File: config.mk
export PLATFORM = sky130hd
export DESIGN_NAME = cbc_vigenere_encrypt_top
export DESIGN_NICKNAME = d
export VERILOG_FILES = /design/src/rtl/core/cve_pkg.sv /design/src/rtl/core/cve_cipher_unit.sv /design/src/rtl/core/cbc_vigenere_encrypt_top.sv
export SDC_FILE = /design/constraint.sdc
export NUM_CORES = 1
export LEC_CHECK = 0
export ABC_AREA = 0
export BUFFER_PORTS_ARGS = -buffer_cell sky130_fd_sc_hd__buf_4
export CAP_MARGIN = 20
export CORE_MARGIN = 3
export CORE_UTILIZATION = 37
export DETAILED_ROUTE_END_ITERATION = 8
export PLACE_DENSITY = 0.62
export SLEW_MARGIN = 20
export SYNTH_ARGS = -nofsm -noshare
export SYNTH_HDL_FRONTEND = slang
export SYNTH_SLANG_ARGS = --single-unit
File: constraint.sdc
create_clock -name clk_i -period 20.9 [get_ports clk_i]
set_input_delay 1.045 -clock clk_i [delete_from_list [all_inputs] [get_ports clk_i]]
set_output_delay 1.045 -clock clk_i [all_outputs]
set_load 0.03 [all_outputs]
File: src/rtl/core/cve_pkg.sv
// ----------------------------------------------------------------------------
// cve_pkg
// Shared types, constants and letter arithmetic for the CBC Vigenere encryptor.
// ----------------------------------------------------------------------------
`default_nettype none

package cve_pkg;

  // Fixed geometry of the key and IV registers: twelve 5-bit letter slots.
  localparam int unsigned SLOTS       = 12;
  localparam int unsigned LETTER_W    = 5;
  localparam int unsigned SLOT_IDX_W  = 4;
  localparam int unsigned LETTERS_W   = SLOTS * LETTER_W;
  localparam int unsigned LEN_W       = 4;
  localparam int unsigned CFG_IDX_W   = 2;
  localparam int unsigned CFG_DATA_W  = LETTERS_W;
  localparam int unsigned CHAR_W      = 8;
  localparam int unsigned SUM_W       = 7;

  // Register indexes on the configuration port.
  typedef enum logic [CFG_IDX_W-1:0] {
    REG_KEY_LENGTH  = 2'd0,
    REG_KEY_LETTERS = 2'd1,
    REG_IV_LETTERS  = 2'd2
  } cfg_reg_e;

  localparam logic [CHAR_W-1:0] CHAR_UP_A = 8'h41;
  localparam logic [CHAR_W-1:0] CHAR_UP_Z = 8'h5A;
  localparam logic [CHAR_W-1:0] CHAR_LO_A = 8'h61;
  localparam logic [CHAR_W-1:0] CHAR_LO_Z = 8'h7A;
  localparam logic [CHAR_W-1:0] CHAR_PAD  = 8'h78;
  localparam logic [CHAR_W-1:0] CASE_GAP  = 8'h20;
  localparam logic [CHAR_W-1:0] CHAR_NONE = 8'h00;

  localparam logic [LETTER_W-1:0] ALPHA     = 5'd26;
  localparam logic [SUM_W-1:0]    ALPHA_S   = 7'd26;
  localparam logic [SUM_W-1:0]    ALPHA_2_S = 7'd52;

  // One letter to encrypt: slot index, plain letter and chain source.
  typedef struct packed {
    logic [SLOT_IDX_W-1:0] slot;
    logic [LETTER_W-1:0]   plain;
    logic                  use_iv;
    logic [LETTER_W-1:0]   chain;
  } cve_req_t;

  // Reduce a raw 5-bit letter code mod 26.
  function automatic logic [LETTER_W-1:0] fold26(input logic [LETTER_W-1:0] v);
    logic [LETTER_W-1:0] r;
    r = (v >= ALPHA) ? v - ALPHA : v;
    return r;
  endfunction

  // Reduce a sum of three letters (at most 75) mod 26.
  function automatic logic [LETTER_W-1:0] mod26_sum(input logic [SUM_W-1:0] s);
    logic [SUM_W-1:0] t;
    logic [SUM_W-1:0] u;
    t = (s >= ALPHA_2_S) ? s - ALPHA_2_S : s;
    u = (t >= ALPHA_S) ? t - ALPHA_S : t;
    return u[LETTER_W-1:0];
  endfunction

endpackage

`default_nettype wire

File: src/rtl/core/cve_cipher_unit.sv
// ----------------------------------------------------------------------------
// cve_cipher_unit
// Combinational letter cipher: (plain + key[slot] + chain) mod 26.
// ----------------------------------------------------------------------------
`default_nettype none

module cve_cipher_unit (
  input  var cve_pkg::cve_req_t                 req_i,
  input  var logic [cve_pkg::LETTERS_W-1:0]     key_letters_i,
  input  var logic [cve_pkg::LETTERS_W-1:0]     iv_letters_i,
  output var logic [cve_pkg::LETTER_W-1:0]      cipher_o
);
  import cve_pkg::*;

  logic [LETTER_W-1:0] key_slots [SLOTS];
  logic [LETTER_W-1:0] iv_slots  [SLOTS];
  logic [LETTER_W-1:0] key_l;
  logic [LETTER_W-1:0] chain_l;
  logic [SUM_W-1:0]    sum;

  always_comb begin
    for (int i = 0; i < SLOTS; i++) begin
      key_slots[i] = key_letters_i[i*LETTER_W +: LETTER_W];
      iv_slots[i]  = iv_letters_i[i*LETTER_W +: LETTER_W];
    end
  end

  always_comb begin
    key_l    = fold26(key_slots[req_i.slot]);
    // first block chains from the IV, later blocks from stored ciphertext
    chain_l  = req_i.use_iv ? fold26(iv_slots[req_i.slot]) : fold26(req_i.chain);
    sum      = SUM_W'(req_i.plain) + SUM_W'(key_l) + SUM_W'(chain_l);
    cipher_o = mod26_sum(sum);
  end

endmodule

`default_nettype wire

File: src/rtl/core/cbc_vigenere_encrypt_top.sv
// ----------------------------------------------------------------------------
// cbc_vigenere_encrypt_top
// CBC-mode Vigenere encryptor over a byte stream, one letter per beat.
//
// Bytes arrive on the input channel. Upper-case letters fold to lower case,
// all other non-letters are dropped without a result. A letter at block
// position j leaves as 'a' + (p + key[j] + chain[j]) mod 26, where chain[j]
// is the IV letter in the first block of a message and the ciphertext letter
// at position j of the previous block afterwards; the block length is the
// key length (0 reads as 1, values above KEY_MAX saturate). An end-of-text
// beat pads the open block with plain 'x' beats flagged is_pad, the final
// one flagged last; on a block boundary it gives a bare end marker
// (char_valid low, last high); an empty message gets a full block of pads.
// Throughput: letters and dropped bytes are taken at one per cycle while the
// output is not stalled; an end-of-text beat holds the cipher stage until
// every result it emits (up to the key length) has left, since every result
// leaves through the single output register. An accepted letter is
// registered in the cipher stage and then in the output register.
// The chain letters live in a KEY_MAX-entry memory with a registered read:
// the read is issued at accept, the new ciphertext is written back when the
// letter moves on to the output register, and a write to the entry being
// read in that same cycle is forwarded.
// Write configuration only while the block is idle.
// ----------------------------------------------------------------------------
`default_nettype none

module cbc_vigenere_encrypt_top #(
  parameter int unsigned KEY_MAX = 12
) (
  input  var logic                              clk_i,
  input  var logic                              rst_ni,
  // configuration write port
  input  var logic                              cfg_we_i,
  input  var logic [cve_pkg::CFG_IDX_W-1:0]     cfg_index_i,
  input  var logic [cve_pkg::CFG_DATA_W-1:0]    cfg_data_i,
  // input channel
  input  var logic                              in_valid_i,
  output var logic                              in_ready_o,
  input  var logic [7:0]                        in_byte_i,
  input  var logic                              end_of_text_i,
  // output channel
  output var logic                              out_valid_o,
  input  var logic                              out_ready_i,
  output var logic [7:0]                        out_char_o,
  output var logic                              char_valid_o,
  output var logic                              is_pad_o,
  output var logic                              last_o
);
  import cve_pkg::*;

  localparam int unsigned AW = (KEY_MAX > 1) ? $clog2(KEY_MAX) : 1;
  localparam logic [LEN_W-1:0] LEN_MAX = LEN_W'(KEY_MAX);

  // Configuration registers
  logic [LEN_W-1:0]     key_len_q;
  logic [LETTERS_W-1:0] key_q;
  logic [LETTERS_W-1:0] iv_q;

  // Block tracking, updated at accept time
  logic [AW-1:0] pos_q, pos_d;
  logic          first_q, first_d;

  // Cipher stage: holds one letter in flight or one end-of-text beat
  logic                s1_v_q, s1_v_d;
  logic                s1_end_q, s1_end_d;
  logic                s1_bare_q, s1_bare_d;
  logic [AW-1:0]       s1_pos_q, s1_pos_d;
  logic                s1_first_q, s1_first_d;
  logic [LETTER_W-1:0] s1_p_q, s1_p_d;
  logic                s1_fwd_q, s1_fwd_d;

  // Chain memory and its read/forward registers
  logic [LETTER_W-1:0] chain_mem [KEY_MAX];
  logic [LETTER_W-1:0] rdata_q;
  logic [LETTER_W-1:0] lastc_q;

  // Output register
  logic              out_v_q, out_v_d;
  logic [CHAR_W-1:0] out_char_q, out_char_d;
  logic              out_cv_q, out_cv_d;
  logic              out_pad_q, out_pad_d;
  logic              out_last_q, out_last_d;

  logic [LEN_W-1:0]    len;
  logic                wrap;
  logic [AW-1:0]       pos_eff;
  logic                first_eff;
  logic [LEN_W-1:0]    pos_inc;
  logic                blk_end;
  logic [CHAR_W-1:0]   lower;
  logic                is_letter;
  logic [LETTER_W-1:0] plain;
  logic                accept;
  logic                take_letter;
  logic                s1_move;
  logic                s1_letter;
  logic                pad_last;
  logic                s1_done;
  logic                mem_we;
  cve_req_t            req;
  logic [LETTER_W-1:0] cipher;

  // --------------------------------------------------------------------------
  // Configuration: plain writes, no read-back; unknown indexes are dropped.
  // --------------------------------------------------------------------------
  always_ff @(posedge clk_i or negedge rst_ni) begin
    if (!rst_ni) begin
      key_len_q <= LEN_W'(1);
      key_q     <= '0;
      iv_q      <= '0;
    end else if (cfg_we_i) begin
      unique case (cfg_reg_e'(cfg_index_i))
        REG_KEY_LENGTH:  key_len_q <= cfg_data_i[LEN_W-1:0];
        REG_KEY_LETTERS: key_q     <= cfg_data_i;
        REG_IV_LETTERS:  iv_q      <= cfg_data_i;
        default: ;
      endcase
    end
  end

  // Block length: zero reads as one, saturate at KEY_MAX
  always_comb begin
    if (key_len_q == '0) begin
      len = LEN_W'(1);
    end else if (key_len_q > LEN_MAX) begin
      len = LEN_MAX;
    end else begin
      len = key_len_q;
    end
  end

  // --------------------------------------------------------------------------
  // Input decode and block position bookkeeping
  // --------------------------------------------------------------------------
  always_comb begin
    // a block left open by a shortened key counts as closed
    wrap      = LEN_W'(pos_q) >= len;
    pos_eff   = wrap ? '0 : pos_q;
    first_eff = wrap ? 1'b0 : first_q;
    pos_inc   = LEN_W'(pos_eff) + LEN_W'(1);
    blk_end   = pos_inc >= len;

    lower     = (in_byte_i >= CHAR_UP_A && in_byte_i <= CHAR_UP_Z) ?
                in_byte_i + CASE_GAP : in_byte_i;
    is_letter = (lower >= CHAR_LO_A) && (lower <= CHAR_LO_Z);
    plain     = LETTER_W'(lower - CHAR_LO_A);
  end

  // Cipher stage handshake: advance whenever the output register frees up
  always_comb begin
    s1_move   = s1_v_q && (!out_v_q || out_ready_i);
    s1_letter = s1_v_q && !s1_end_q;
    pad_last  = (LEN_W'(s1_pos_q) + LEN_W'(1)) == len;
    s1_done   = !s1_end_q || s1_bare_q || pad_last;
    in_ready_o  = !s1_v_q || (s1_move && s1_done);
    accept      = in_valid_i && in_ready_o;
    take_letter = accept && !end_of_text_i && is_letter;
    mem_we      = s1_move && !s1_end_q;
  end

  always_comb begin
    pos_d   = pos_q;
    first_d = first_q;
    if (accept) begin
      priority if (end_of_text_i) begin
        pos_d   = '0;
        first_d = 1'b1;
      end else if (is_letter) begin
        pos_d   = blk_end ? '0 : AW'(pos_inc);
        first_d = blk_end ? 1'b0 : first_eff;
      end else begin
        pos_d   = pos_eff;
        first_d = first_eff;
      end
    end
  end

  always_ff @(posedge clk_i or negedge rst_ni) begin
    if (!rst_ni) begin
      pos_q   <= '0;
      first_q <= 1'b1;
    end else begin
      pos_q   <= pos_d;
      first_q <= first_d;
    end
  end

  // --------------------------------------------------------------------------
  // Cipher stage register
  // --------------------------------------------------------------------------
  always_comb begin
    s1_v_d     = s1_v_q;
    s1_end_d   = s1_end_q;
    s1_bare_d  = s1_bare_q;
    s1_pos_d   = s1_pos_q;
    s1_first_d = s1_first_q;
    s1_p_d     = s1_p_q;
    s1_fwd_d   = s1_fwd_q;
    priority if (accept && (end_of_text_i || is_letter)) begin
      s1_v_d     = 1'b1;
      s1_end_d   = end_of_text_i;
      s1_bare_d  = (pos_eff == '0) && !first_eff;
      s1_pos_d   = pos_eff;
      s1_first_d = first_eff;
      s1_p_d     = plain;
      // the entry is written back this same edge: take the new value instead
      s1_fwd_d   = mem_we && (s1_pos_q == pos_eff);
    end else if (s1_move && s1_done) begin
      s1_v_d = 1'b0;
    end else if (s1_move) begin
      // step to the next pad position
      s1_pos_d = AW'(LEN_W'(s1_pos_q) + LEN_W'(1));
    end else begin
      // hold the stage
    end
  end

  always_ff @(posedge clk_i or negedge rst_ni) begin
    if (!rst_ni) begin
      s1_v_q <= 1'b0;
    end else begin
      s1_v_q <= s1_v_d;
    end
  end

  always_ff @(posedge clk_i) begin
    s1_end_q   <= s1_end_d;
    s1_bare_q  <= s1_bare_d;
    s1_pos_q   <= s1_pos_d;
    s1_first_q <= s1_first_d;
    s1_p_q     <= s1_p_d;
    s1_fwd_q   <= s1_fwd_d;
  end

  // --------------------------------------------------------------------------
  // Chain memory: read at accept, write back when the letter leaves
  // --------------------------------------------------------------------------
  always_ff @(posedge clk_i) begin
    if (take_letter) begin
      rdata_q <= chain_mem[pos_eff];
    end
  end

  always_ff @(posedge clk_i) begin
    if (mem_we) begin
      chain_mem[s1_pos_q] <= cipher;
      lastc_q             <= cipher;
    end
  end

  always_comb begin
    req.slot   = SLOT_IDX_W'(s1_pos_q);
    req.plain  = s1_p_q;
    req.use_iv = s1_first_q;
    req.chain  = s1_fwd_q ? lastc_q : rdata_q;
  end

  cve_cipher_unit u_cipher (
    .req_i         (req),
    .key_letters_i (key_q),
    .iv_letters_i  (iv_q),
    .cipher_o      (cipher)
  );

  // --------------------------------------------------------------------------
  // Output register
  // --------------------------------------------------------------------------
  always_comb begin
    out_v_d    = out_v_q;
    out_char_d = out_char_q;
    out_cv_d   = out_cv_q;
    out_pad_d  = out_pad_q;
    out_last_d = out_last_q;
    if (s1_move) begin
      out_v_d = 1'b1;
      priority if (s1_letter) begin
        out_char_d = CHAR_LO_A + CHAR_W'(cipher);
        out_cv_d   = 1'b1;
        out_pad_d  = 1'b0;
        out_last_d = 1'b0;
      end else if (s1_bare_q) begin
        out_char_d = CHAR_NONE;
        out_cv_d   = 1'b0;
        out_pad_d  = 1'b0;
        out_last_d = 1'b1;
      end else begin
        out_char_d = CHAR_PAD;
        out_cv_d   = 1'b1;
        out_pad_d  = 1'b1;
        out_last_d = pad_last;
      end
    end else if (out_ready_i) begin
      out_v_d = 1'b0;
    end
  end

  always_ff @(posedge clk_i or negedge rst_ni) begin
    if (!rst_ni) begin
      out_v_q <= 1'b0;
    end else begin
      out_v_q <= out_v_d;
    end
  end

  always_ff @(posedge clk_i) begin
    out_char_q <= out_char_d;
    out_cv_q   <= out_cv_d;
    out_pad_q  <= out_pad_d;
    out_last_q <= out_last_d;
  end

  assign out_valid_o  = out_v_q;
  assign out_char_o   = out_char_q;
  assign char_valid_o = out_cv_q;
  assign is_pad_o     = out_pad_q;
  assign last_o       = out_last_q;

endmodule

`default_nettype wire

==> impl_metrics.ini, run 1 <==
[status]
run_status = completed

[floorplanning]
placementRows = 63
core_um2 = 29800
dieWidth_um = 180
design.die.area_um2 = 32500
floorplan.initialDensity_pct = 37.7
die_h_um = 180
num_io_pins = 89

[critical_path]
slowest_delay_ns = 0.78
worst_setup_path_end_kind = flop
crit_path_frequent_cell = sky130_fd_sc_hd__inv_1
cp.required_ns = 21.15
criticalPathCategory = flop to flop
crit-reg2reg-capture = out_char_o[4]
cp_data_arrival_time_ns = 8.10
r2r.worst_path.cells = 28
critPathLaunchType = flop
critical_path.reg2reg.startpoint = s1_pos_q[0]
cell_type_of_the_slowest_stage_on_the_worst_timing_path = sky130_fd_sc_hd__xnor2_1
timing.reg2reg.setup_slack_ns = 13.05
largest_driver_fanout_on_the_critical_path = 37

[layout]
most_used_cells_in_the_layout_excluding_fill_and_tap_cells = sky130_fd_sc_hd__dfrtp_1, sky130_fd_sc_hd__mux2_2, sky130_fd_sc_hd__buf_4, sky130_fd_sc_hd__edfxtp_1, sky130_fd_sc_hd__nand2_1
nets = 1041
area_growth_pct = 17.0
number_of_standard_cells_in_the_layout_taps_in_and_fillers_out = 1337
antenna-diode-count = 0
layout_commonest_cell = sky130_fd_sc_hd__dfrtp_1
final_util_pct = 44.1
drive_above_1_share_pct = 32.9

[cts]
postCtsSetupBuffers = 0
max_root_sink_buffers = 3
clk_transition_reported_paths_ns = 0.06
cts-hold-fix-buffers = 0
tritoncts.num_buffers = 25
tritoncts_num_sinks = 225
postCtsResizedCells = 0
htree_levels = 1
clockRootBuffer = sky130_fd_sc_hd__clkbuf_16
insertion_delay_ns = 0.51
tritoncts_clock_tree = done

[synth]
postSynthNetCount = 958
yosys_register_bits = 225
ys_types = 70
syn_inst = 846
synth-async-reset-ratio_pct = 58.2
yosysTopAreaCellShare_pct = 28.8
synthTopCellsByArea = sky130_fd_sc_hd__dfrtp_1, sky130_fd_sc_hd__edfxtp_1, sky130_fd_sc_hd__mux2_2
postSynthAreaPerCell_um2 = 13.3
seq_area_frac_synth_pct = 54.4
post_synth_instance_area_um2 = 11200
synth_flop_cell = sky130_fd_sc_hd__dfrtp_1
yosysWarningCount = 0
edff_count_synth = 94
post-synth-top-area-cell = sky130_fd_sc_hd__dfrtp_1

[pwr]
power.ir.vdd_worst_v = 0.000189
power.density_cell_area_nw_per_um2 = 184
power.static_leakage_uw = 0.00534

[placement]
dp_cells = 1292
dp_hpwl_um = 17100
gp_congestion = 0.763
dpl_worst_slack_ns = 12.99
io_buffers = 88

[sta]
final-setup-viol-count = 0
tightestPinTransition_ns = 0.990
fin_setup_tns_ns = 0
fin_worst_skew_ns = 0.0110
maxClockFrequency_mhz = 127
grt_setup_unrepaired = no
worst_hold_slack_ns = 0.489
timing.final.max_slew_violations = 0
final.setup.worst_slack_ns = 13.05
layout_min_cycle_time_ns = 7.85
max_slew_margin_pct = 33.9
layout_worst_path_cycle_share_pct = 37.6
report.final.hold_viol_count = 0

[hold_path]
worst_hold_path_type = flop to flop
min_to = first_q
hp-start = first_q
timing.hold.worst_path_depth = 2

[grt]
globalRoute.totalOverflow = 0
grt_max_degree = 77
first_global_vias = 7080
grt_antenna_before_repair = 0
gr-usage-all-layers_pct = 14.7
grt_first_pass_wirelength_um = 39000

[route]
dr_vias = 6921
antenna_left = 0
routed_via_density = 5.18
initialDrtViolationCount = 374
dr.pass1.iters = 5
wl_per_cell_um = 18.1
detail_route.drc_violations = 0
drt_wl_total_um = 24200

[run]
maxCapViolations = 0
-- critical path, delay by kind of cell (launching register included) --
| kind | cells | cell delay, ns |
|---|---|---|
| adder cells (fa/ha/maj) | 4 | 1.62 |
| AO/OA/AOI/OAI | 7 | 1.32 |
| XOR/XNOR | 3 | 1.31 |
| AND/OR/NAND/NOR | 7 | 1.28 |
| buffers and inverters | 5 | 0.90 |
| multiplexers | 2 | 0.83 |
| flip-flops | 1 | 0.32 |
-- per-layer routing --
metal / GRT usage, % / routed length [µm] / up-vias
li1: - / - / 3301
met1: 21.1 / 11400 / 3449
met2: 24.0 / 11500 / 145
met3: 2.18 / 947 / 26
met4: 2.86 / 355 / 0
met5: 0 / 0 / -
-- metrics by stage --
step           power (µW)  cell area (µm²)
6_report             2420            13100
5_1_grt              2600            13100
4_1_cts              2460            13100
3_5_place_dp         1990            12300
3_3_place_gp         1960            12300
2_1_floorplan        1680            11200
-- cell type report --
cell class / instances / area [µm²]
inverters: 35 / 131
fillers: 2785 / 16700
multi-input cells: 547 / 4820
clock buffers: 32 / 702
clock inverters: 13 / 170
flip-flops and latches: 225 / 6100
well taps: 390 / 488
repair buffers: 95 / 713
-- kinds of logic (layout without fill, tap and decap cells) --
| kind of cell | count (synthesis) | in the layout | share of synthesized area, % |
|---|---|---|---|
| adders and majority gates | 36 | 36 | 4.15 |
| AOI/OAI and AO/OA | 108 | 108 | 6.86 |
| muxes | 185 | 185 | 21.3 |
| xor gates and xnor gates | 27 | 27 | 2.11 |
| buffers and inverters | 74 | 175 | 2.68 |
| and+or+nand+nor | 191 | 191 | 8.52 |
| DFF | 225 | 225 | 54.4 |
-- cells in the mapped netlist (6+ instances only) --
library cell,n
sky130_fd_sc_hd__a21o_1,8
sky130_fd_sc_hd__a21oi_1,17
sky130_fd_sc_hd__a31oi_1,9
sky130_fd_sc_hd__and2_1,13
sky130_fd_sc_hd__and3_1,6
sky130_fd_sc_hd__buf_1,13
sky130_fd_sc_hd__buf_2,6
sky130_fd_sc_hd__clkbuf_1,18
sky130_fd_sc_hd__dfrtp_1,129
sky130_fd_sc_hd__edfxtp_1,94
sky130_fd_sc_hd__ha_1,34
sky130_fd_sc_hd__inv_1,35
sky130_fd_sc_hd__mux2_2,126
sky130_fd_sc_hd__mux2i_1,27
sky130_fd_sc_hd__mux4_2,30
sky130_fd_sc_hd__nand2_1,52
sky130_fd_sc_hd__nand2b_1,9
sky130_fd_sc_hd__nand3_1,19
sky130_fd_sc_hd__nor2_1,43
sky130_fd_sc_hd__nor2b_1,6
sky130_fd_sc_hd__nor3_1,13
sky130_fd_sc_hd__nor3b_1,6
sky130_fd_sc_hd__o21ai_0,29
sky130_fd_sc_hd__xnor2_1,19
sky130_fd_sc_hd__xor2_1,8
-- power breakdown --
part           total (µW)  switching (µW)  internal (µW)
combinational        1120             715            403
sequential            839            41.8            797
clock                 461             175            286
-- flip-flops by register name, summed over array words and instances (netlist names), 4 cells and up --
| register | count |
|---|---|
| chain_mem | 60 |
| pos_q | 4 |
| key_len_q | 4 |
| rdata_q | 5 |
| iv_q | 60 |
| key_q | 60 |
| out_char_o | 8 |
| s1_pos_q | 4 |
| s1_p_q | 5 |
| lastc_q | 5 |
-- how the worst max path moves through the flow --
stage           startpoint            end  cells after the start
2_1_floorplan  s1_pos_q[0]  out_char_o[4]                     28
3_3_place_gp   s1_pos_q[0]  out_char_o[4]                     28
3_5_place_dp   s1_pos_q[0]  out_char_o[4]                     28
4_1_cts        s1_pos_q[0]  out_char_o[4]                     28
5_1_grt        s1_pos_q[0]  out_char_o[4]                     28
6_report       s1_pos_q[0]  out_char_o[4]                     28
Power figures use the tool's default switching activity.
==> inputs of run 2 (changes only) <==
--- a/config.mk
+++ b/config.mk
@@ -5,7 +5,7 @@
 export SDC_FILE = /design/constraint.sdc
 export NUM_CORES = 1
 export LEC_CHECK = 0
-export ABC_AREA = 0
+export ABC_AREA = 1
 export BUFFER_PORTS_ARGS = -buffer_cell sky130_fd_sc_hd__buf_4
 export CAP_MARGIN = 20
 export CORE_MARGIN = 3
==> constraint.sdc (replaced) <==
create_clock -name clk_i -period 7.23 [get_ports clk_i]
set_input_delay 0.3615 -clock clk_i [delete_from_list [all_inputs] [get_ports clk_i]]
set_output_delay 0.3615 -clock clk_i [all_outputs]
set_load 0.03 [all_outputs]
==> run 2 against run 1 <==
  * Hold slack got worse by 0.45 ns
  * Critical endpoint unchanged
  * Final cell count rose by 30%
  * Clock skew rose by 0.0048 ns
==> impl_metrics.ini, run 2 <==
[route]
routed_via_density = 5.07
dr_vias = 8826
drt_wl_total_um = 27800
antenna_left = 0
dr.pass1.iters = 5
wl_per_cell_um = 16.0
detail_route.drc_violations = 0
initialDrtViolationCount = 831

[run]
maxCapViolations = 0

[synth]
synth_commonest_cells = sky130_fd_sc_hd__nand2_1, sky130_fd_sc_hd__o21ai_0, sky130_fd_sc_hd__inv_1
postSynthNetCount = 1370
synth_most_common_cell = sky130_fd_sc_hd__nand2_1
yosysTopAreaCellShare_pct = 28.6
post_synth_instance_area_um2 = 11300
yosys_register_bits = 225
ys_types = 49
edff_count_synth = 94
synth-async-reset-ratio_pct = 58.2
postSynthAreaPerCell_um2 = 8.97
synthTopCellsByArea = sky130_fd_sc_hd__dfrtp_1, sky130_fd_sc_hd__edfxtp_1, sky130_fd_sc_hd__o21ai_0
seq_area_frac_synth_pct = 54.1
yosysWarningCount = 0
post-synth-top-area-cell = sky130_fd_sc_hd__dfrtp_1
synth_flop_cell = sky130_fd_sc_hd__dfrtp_1
syn_inst = 1258

[grt]
grt_max_degree = 121
grt_antenna_before_repair = 0
globalRoute.totalOverflow = 0
grt_first_pass_wirelength_um = 45500
grtUsageMet2_pct = 25.9
grt_most_used_layer = met2
grt_use_met1_pct = 25.3
first_global_vias = 8537
gr-usage-met3_pct = 2.46
gr-usage-all-layers_pct = 16.8

[floorplanning]
dieWidth_um = 181
core_um2 = 29900
floorplan.initialDensity_pct = 37.8
placementRows = 63
num_io_pins = 89
die_h_um = 181
design.die.area_um2 = 32600

[critical_path]
slowest_delay_ns = 0.58
cp.required_ns = 7.51
critPathLaunchType = flop
cp_data_arrival_time_ns = 6.65
criticalPathCategory = flop to flop
cell_type_of_the_slowest_stage_on_the_worst_timing_path = sky130_fd_sc_hd__inv_1
crit_path_frequent_cell = sky130_fd_sc_hd__nand2_1
worst_setup_path_end_kind = flop
largest_driver_fanout_on_the_critical_path = 25

[cts]
tritoncts_clock_tree = done
tritoncts.num_buffers = 26
insertion_delay_ns = 0.53
max_root_sink_buffers = 3
clk_transition_reported_paths_ns = 0.06
htree_levels = 1
tritoncts_num_sinks = 225
postCtsSetupBuffers = 0
clockRootBuffer = sky130_fd_sc_hd__clkbuf_16
postCtsResizedCells = 0

[sta]
grt_setup_unrepaired = no
layout_min_cycle_time_ns = 6.37
fin_setup_tns_ns = 0
final-setup-viol-count = 0
fin_worst_skew_ns = 0.0158
max_slew_margin_pct = 30.0
layout_worst_path_cycle_share_pct = 88.1
timing.final.max_slew_violations = 0
maxClockFrequency_mhz = 157
tightestPinTransition_ns = 1.05
report.final.hold_viol_count = 0

[placement]
gp_congestion = 0.822
dp_hpwl_um = 19300
io_buffers = 88

[layout]
layout_commonest_cell = sky130_fd_sc_hd__nand2_1
antenna-diode-count = 0
most_used_cells_in_the_layout_excluding_fill_and_tap_cells = sky130_fd_sc_hd__nand2_1, sky130_fd_sc_hd__o21ai_0, sky130_fd_sc_hd__inv_1, sky130_fd_sc_hd__dfrtp_1, sky130_fd_sc_hd__nor2_1
area_growth_pct = 17.1
largest_registers = chain_mem: 60 flops, iv_q: 60 flops, key_q: 60 flops
drive_above_1_share_pct = 13.8
nets = 1443

[status]
run_status = completed

[hold_path]
worst_hold_path_type = primary input to flop
==> run 2: cell count changes in the layout (fill, tap and decap cells not counted), sizes merged, moves of 21 or more <==
cell,change
o22ai,+31
nand3,+21
o21ai,+201
mux2,-126
mux4,-30
nand2,+203
nor2,+73
inv,+106
==> run 2: metal layers <==
metal	wire length (µm)	share of wire (%)
met1	13400	48
met2	12300	44
met3	1620	5.8
met4	468	1.7
met5	0	0
==> run 2: through the flow <==
stage | setup slack [ns] | hold WS [ns] | cells | cell area, µm² | util [%]
floorplan | 1.78 | 0.0659 | 1258 | 11300 | -
global placement | 1.15 | 0.462 | 1691 | 12300 | 41.3
detailed placement | 0.878 | 0.468 | 1691 | 12300 | 41.3
CTS | 0.856 | 0.0303 | 1739 | 13200 | 44.1
global route | 0.158 | 0.0697 | 1740 | 13200 | 44.2
finish | 0.861 | 0.0432 | 1740 | 13200 | 44.2
==> run 2: cell families (layout without fill, tap and decap cells) <==
| group | Yosys count | count (layout) | share of synthesized area (%) |
|---|---|---|---|
| AO/OA/AOI/OAI | 314 | 314 | 15.2 |
| adder cells (fa/ha/maj) | 36 | 36 | 4.12 |
| AND/OR/NAND/NOR | 447 | 447 | 16.9 |
| XOR/XNOR | 18 | 18 | 1.40 |
| flip-flops | 225 | 225 | 54.1 |
| buffers and inverters | 204 | 296 | 7.05 |
| multiplexers | 14 | 14 | 1.24 |
==> run 2: cell type report <==
| class | count | area (µm²) |
|---|---|---|
| inverters | 145 | 561 |
| fillers | 2896 | 16700 |
| flip-flops and latches | 225 | 6100 |
| well taps | 390 | 488 |
| multi-input cells | 829 | 4410 |
| clock inverters | 10 | 76.3 |
| repair buffers | 104 | 803 |
| clock buffers | 37 | 774 |
==> run 2: what timing repair did <==
item / 4_1_cts / 5_1_grt
endpoints found under the setup margin: 0 / 0
hold buffers: 1 / 0
hold endpoints to repair: 62 / 0
==> run 2: path summary, 6_finish.rpt <==
| check | from | to | slack, ns | depth (start not counted) |
|---|---|---|---|---|
| hold reg to reg | iv_q[10] | iv_q[10] | 0.48 | 2 |
| min in group asynchronous | rst_ni | iv_q[58] | 0.47 | 2 |
| hold / removal | out_ready_i | out_valid_o | 0.04 | 2 |
| max in group asynchronous | rst_ni | key_len_q[3] | 5.32 | 3 |
| setup / recovery | s1_pos_q[1] | out_char_o[4] | 0.86 | 39 |
| setup reg to reg | s1_pos_q[1] | out_char_o[4] | 0.86 | 39 |
==> run 2: critical path: cells and delay by family, from the launching register on <==
kind,cells,cell delay [ns]
simple gates,22,2.12
buf+inv,4,0.78
xor+xnor,1,0.16
compound gates,7,1.26
fa+ha+maj,5,1.39
flops,1,0.38
Power of run 2 is left out: the tool's default activity adds up to more than one toggle a clock period on the data nets, which glitch-free logic cannot reach.
==> inputs of run 3 (changes only) <==
--- a/config.mk
+++ b/config.mk
@@ -11,7 +11,7 @@
 export CORE_MARGIN = 3
 export CORE_UTILIZATION = 37
 export DETAILED_ROUTE_END_ITERATION = 8
-export PLACE_DENSITY = 0.62
+export PLACE_DENSITY = 0.66
 export SLEW_MARGIN = 20
 export SYNTH_ARGS = -nofsm -noshare
 export SYNTH_HDL_FRONTEND = slang
==> run 3 against run 2 <==
  * First-iteration DRC count grew 0.96%
  * Final cell count hardly changed
  * Core utilization down 0.12 points
  * Sequential share of layout area up 0.12 points
  * Worst setup slack worse by 0.19 ns
  * Die area did not move
  * Critical endpoint unchanged
  * Largest cell class unchanged
==> impl_metrics.ini, run 3 (synthesis results as in run 2) <==
[status]
run_status = completed

[cts]
clockRootBuffer = sky130_fd_sc_hd__clkbuf_16
insertion_delay_ns = 0.53
postCtsResizedCells = 0
max_root_sink_buffers = 3
clk_transition_reported_paths_ns = 0.06
htree_levels = 1
tritoncts_clock_tree = done
tritoncts.num_buffers = 26
tritoncts_num_sinks = 225

[sta]
timing.final.max_slew_violations = 0
grt_setup_unrepaired = no
report.final.hold_viol_count = 0
max_slew_margin_pct = 25.7
tightestPinTransition_ns = 1.11
layout_min_cycle_time_ns = 6.56
fin_worst_skew_ns = 0.0128
final-setup-viol-count = 0
fin_setup_tns_ns = 0
layout_worst_path_cycle_share_pct = 90.7
maxClockFrequency_mhz = 152

[floorplanning]
design.die.area_um2 = 32600
die_h_um = 181
num_io_pins = 89
placementRows = 63
floorplan.initialDensity_pct = 37.8
dieWidth_um = 181
core_um2 = 29900

[critical_path]
cp_data_arrival_time_ns = 6.83
cell_type_of_the_slowest_stage_on_the_worst_timing_path = sky130_fd_sc_hd__inv_1
critPathBufInv = 4
crit_path_frequent_cell = sky130_fd_sc_hd__nand2_1
cp.required_ns = 7.50
criticalPathCategory = flop to flop
slowest_delay_ns = 0.64
critPathLaunchType = flop
path_delay_family = simple AND/OR/NAND/NOR gates
r2r.worst_path.cells = 39
critical_path_depth = 39
worst_setup_path_end_kind = flop
largest_driver_fanout_on_the_critical_path = 27

[grt]
grt_max_degree = 121
gr-usage-all-layers_pct = 16.5
grt_most_used_layer = met2
grtUsageMet2_pct = 26.0
gr-usage-met3_pct = 2.52
grt_antenna_before_repair = 0
globalRoute.totalOverflow = 0
grt_first_pass_wirelength_um = 44900
grt_use_met1_pct = 23.9
first_global_vias = 8568

[layout]
drive_above_1_share_pct = 13.9
area_growth_pct = 16.8
largest_registers = chain_mem: 60 flops, iv_q: 60 flops, key_q: 60 flops
count_of_filler_cells_inserted_in_the_layout = 2859
nets = 1441
antenna-diode-count = 0
layout_commonest_cell = sky130_fd_sc_hd__nand2_1
most_used_cells_in_the_layout_excluding_fill_and_tap_cells = sky130_fd_sc_hd__nand2_1, sky130_fd_sc_hd__o21ai_0, sky130_fd_sc_hd__inv_1, sky130_fd_sc_hd__dfrtp_1, sky130_fd_sc_hd__nor2_1

[route]
wl_per_cell_um = 15.8
detail_route.drc_violations = 0
antenna_left = 0
initialDrtViolationCount = 839
dr_vias = 8823
dr.pass1.iters = 5
drt_wl_total_um = 27500
routed_via_density = 5.07

[run]
maxCapViolations = 0

[hold_path]
worst_hold_path_type = primary input to flop
timing.hold.worst_path_depth = 2

[placement]
dp_hpwl_um = 18900
io_buffers = 88
gp_congestion = 0.783
[run 3: final cells by class]
cell class | count | area [µm²] | share of cell area, %
Multi-Input combinational cell | 829 | 4410 | 33.5
Clock buffer | 35 | 746 | 5.66
Timing Repair Buffer | 102 | 772 | 5.86
Sequential cell | 225 | 6100 | 46.3
Inverter | 145 | 561 | 4.25
Clock inverter | 13 | 101 | 0.769
Tap cell | 390 | 488 | 3.70
[run 3: per-stage QoR]
stage | setup WS (ns) | utilization [%] | hold slack [ns] | cells | cell area [µm²]
after CTS | 0.737 | 44.1 | 0.0267 | 1737 | 13200
final | 0.672 | 44.1 | 0.0469 | 1739 | 13200
after global routing | 0.0309 | 44.1 | 0.0384 | 1739 | 13200
after detailed placement | 0.768 | 41.2 | 0.468 | 1689 | 12300
after global placement | 1.10 | 41.2 | 0.463 | 1689 | 12300
after floorplan | 1.78 | - | 0.0659 | 1258 | 11300
[run 3: path summary, 6_finish.rpt]
check	slack, ns	endpoint	from
min reg2reg	0.48	iv_q[12]	iv_q[12]
max in group asynchronous	5.63	key_q[22]	rst_ni
max	0.67	out_char_o[4]	s1_pos_q[1]
max reg2reg	0.67	out_char_o[4]	s1_pos_q[1]
min in group asynchronous	0.47	key_q[49]	rst_ni
min	0.05	out_valid_o	out_ready_i
[run 3: timing repair]
item,in CTS,in global routing
hold buffers,0,1
buffers inserted,0,0
endpoints found under the setup margin,0,0
hold endpoints to repair,0,76
[run 3: routing by layer]
metal	wire length, µm	up-vias
li1	-	4345
met1	12900	4186
met2	12600	240
met3	1410	52
met4	648	0
met5	0	-
Power of run 3 is left out for the same reason.
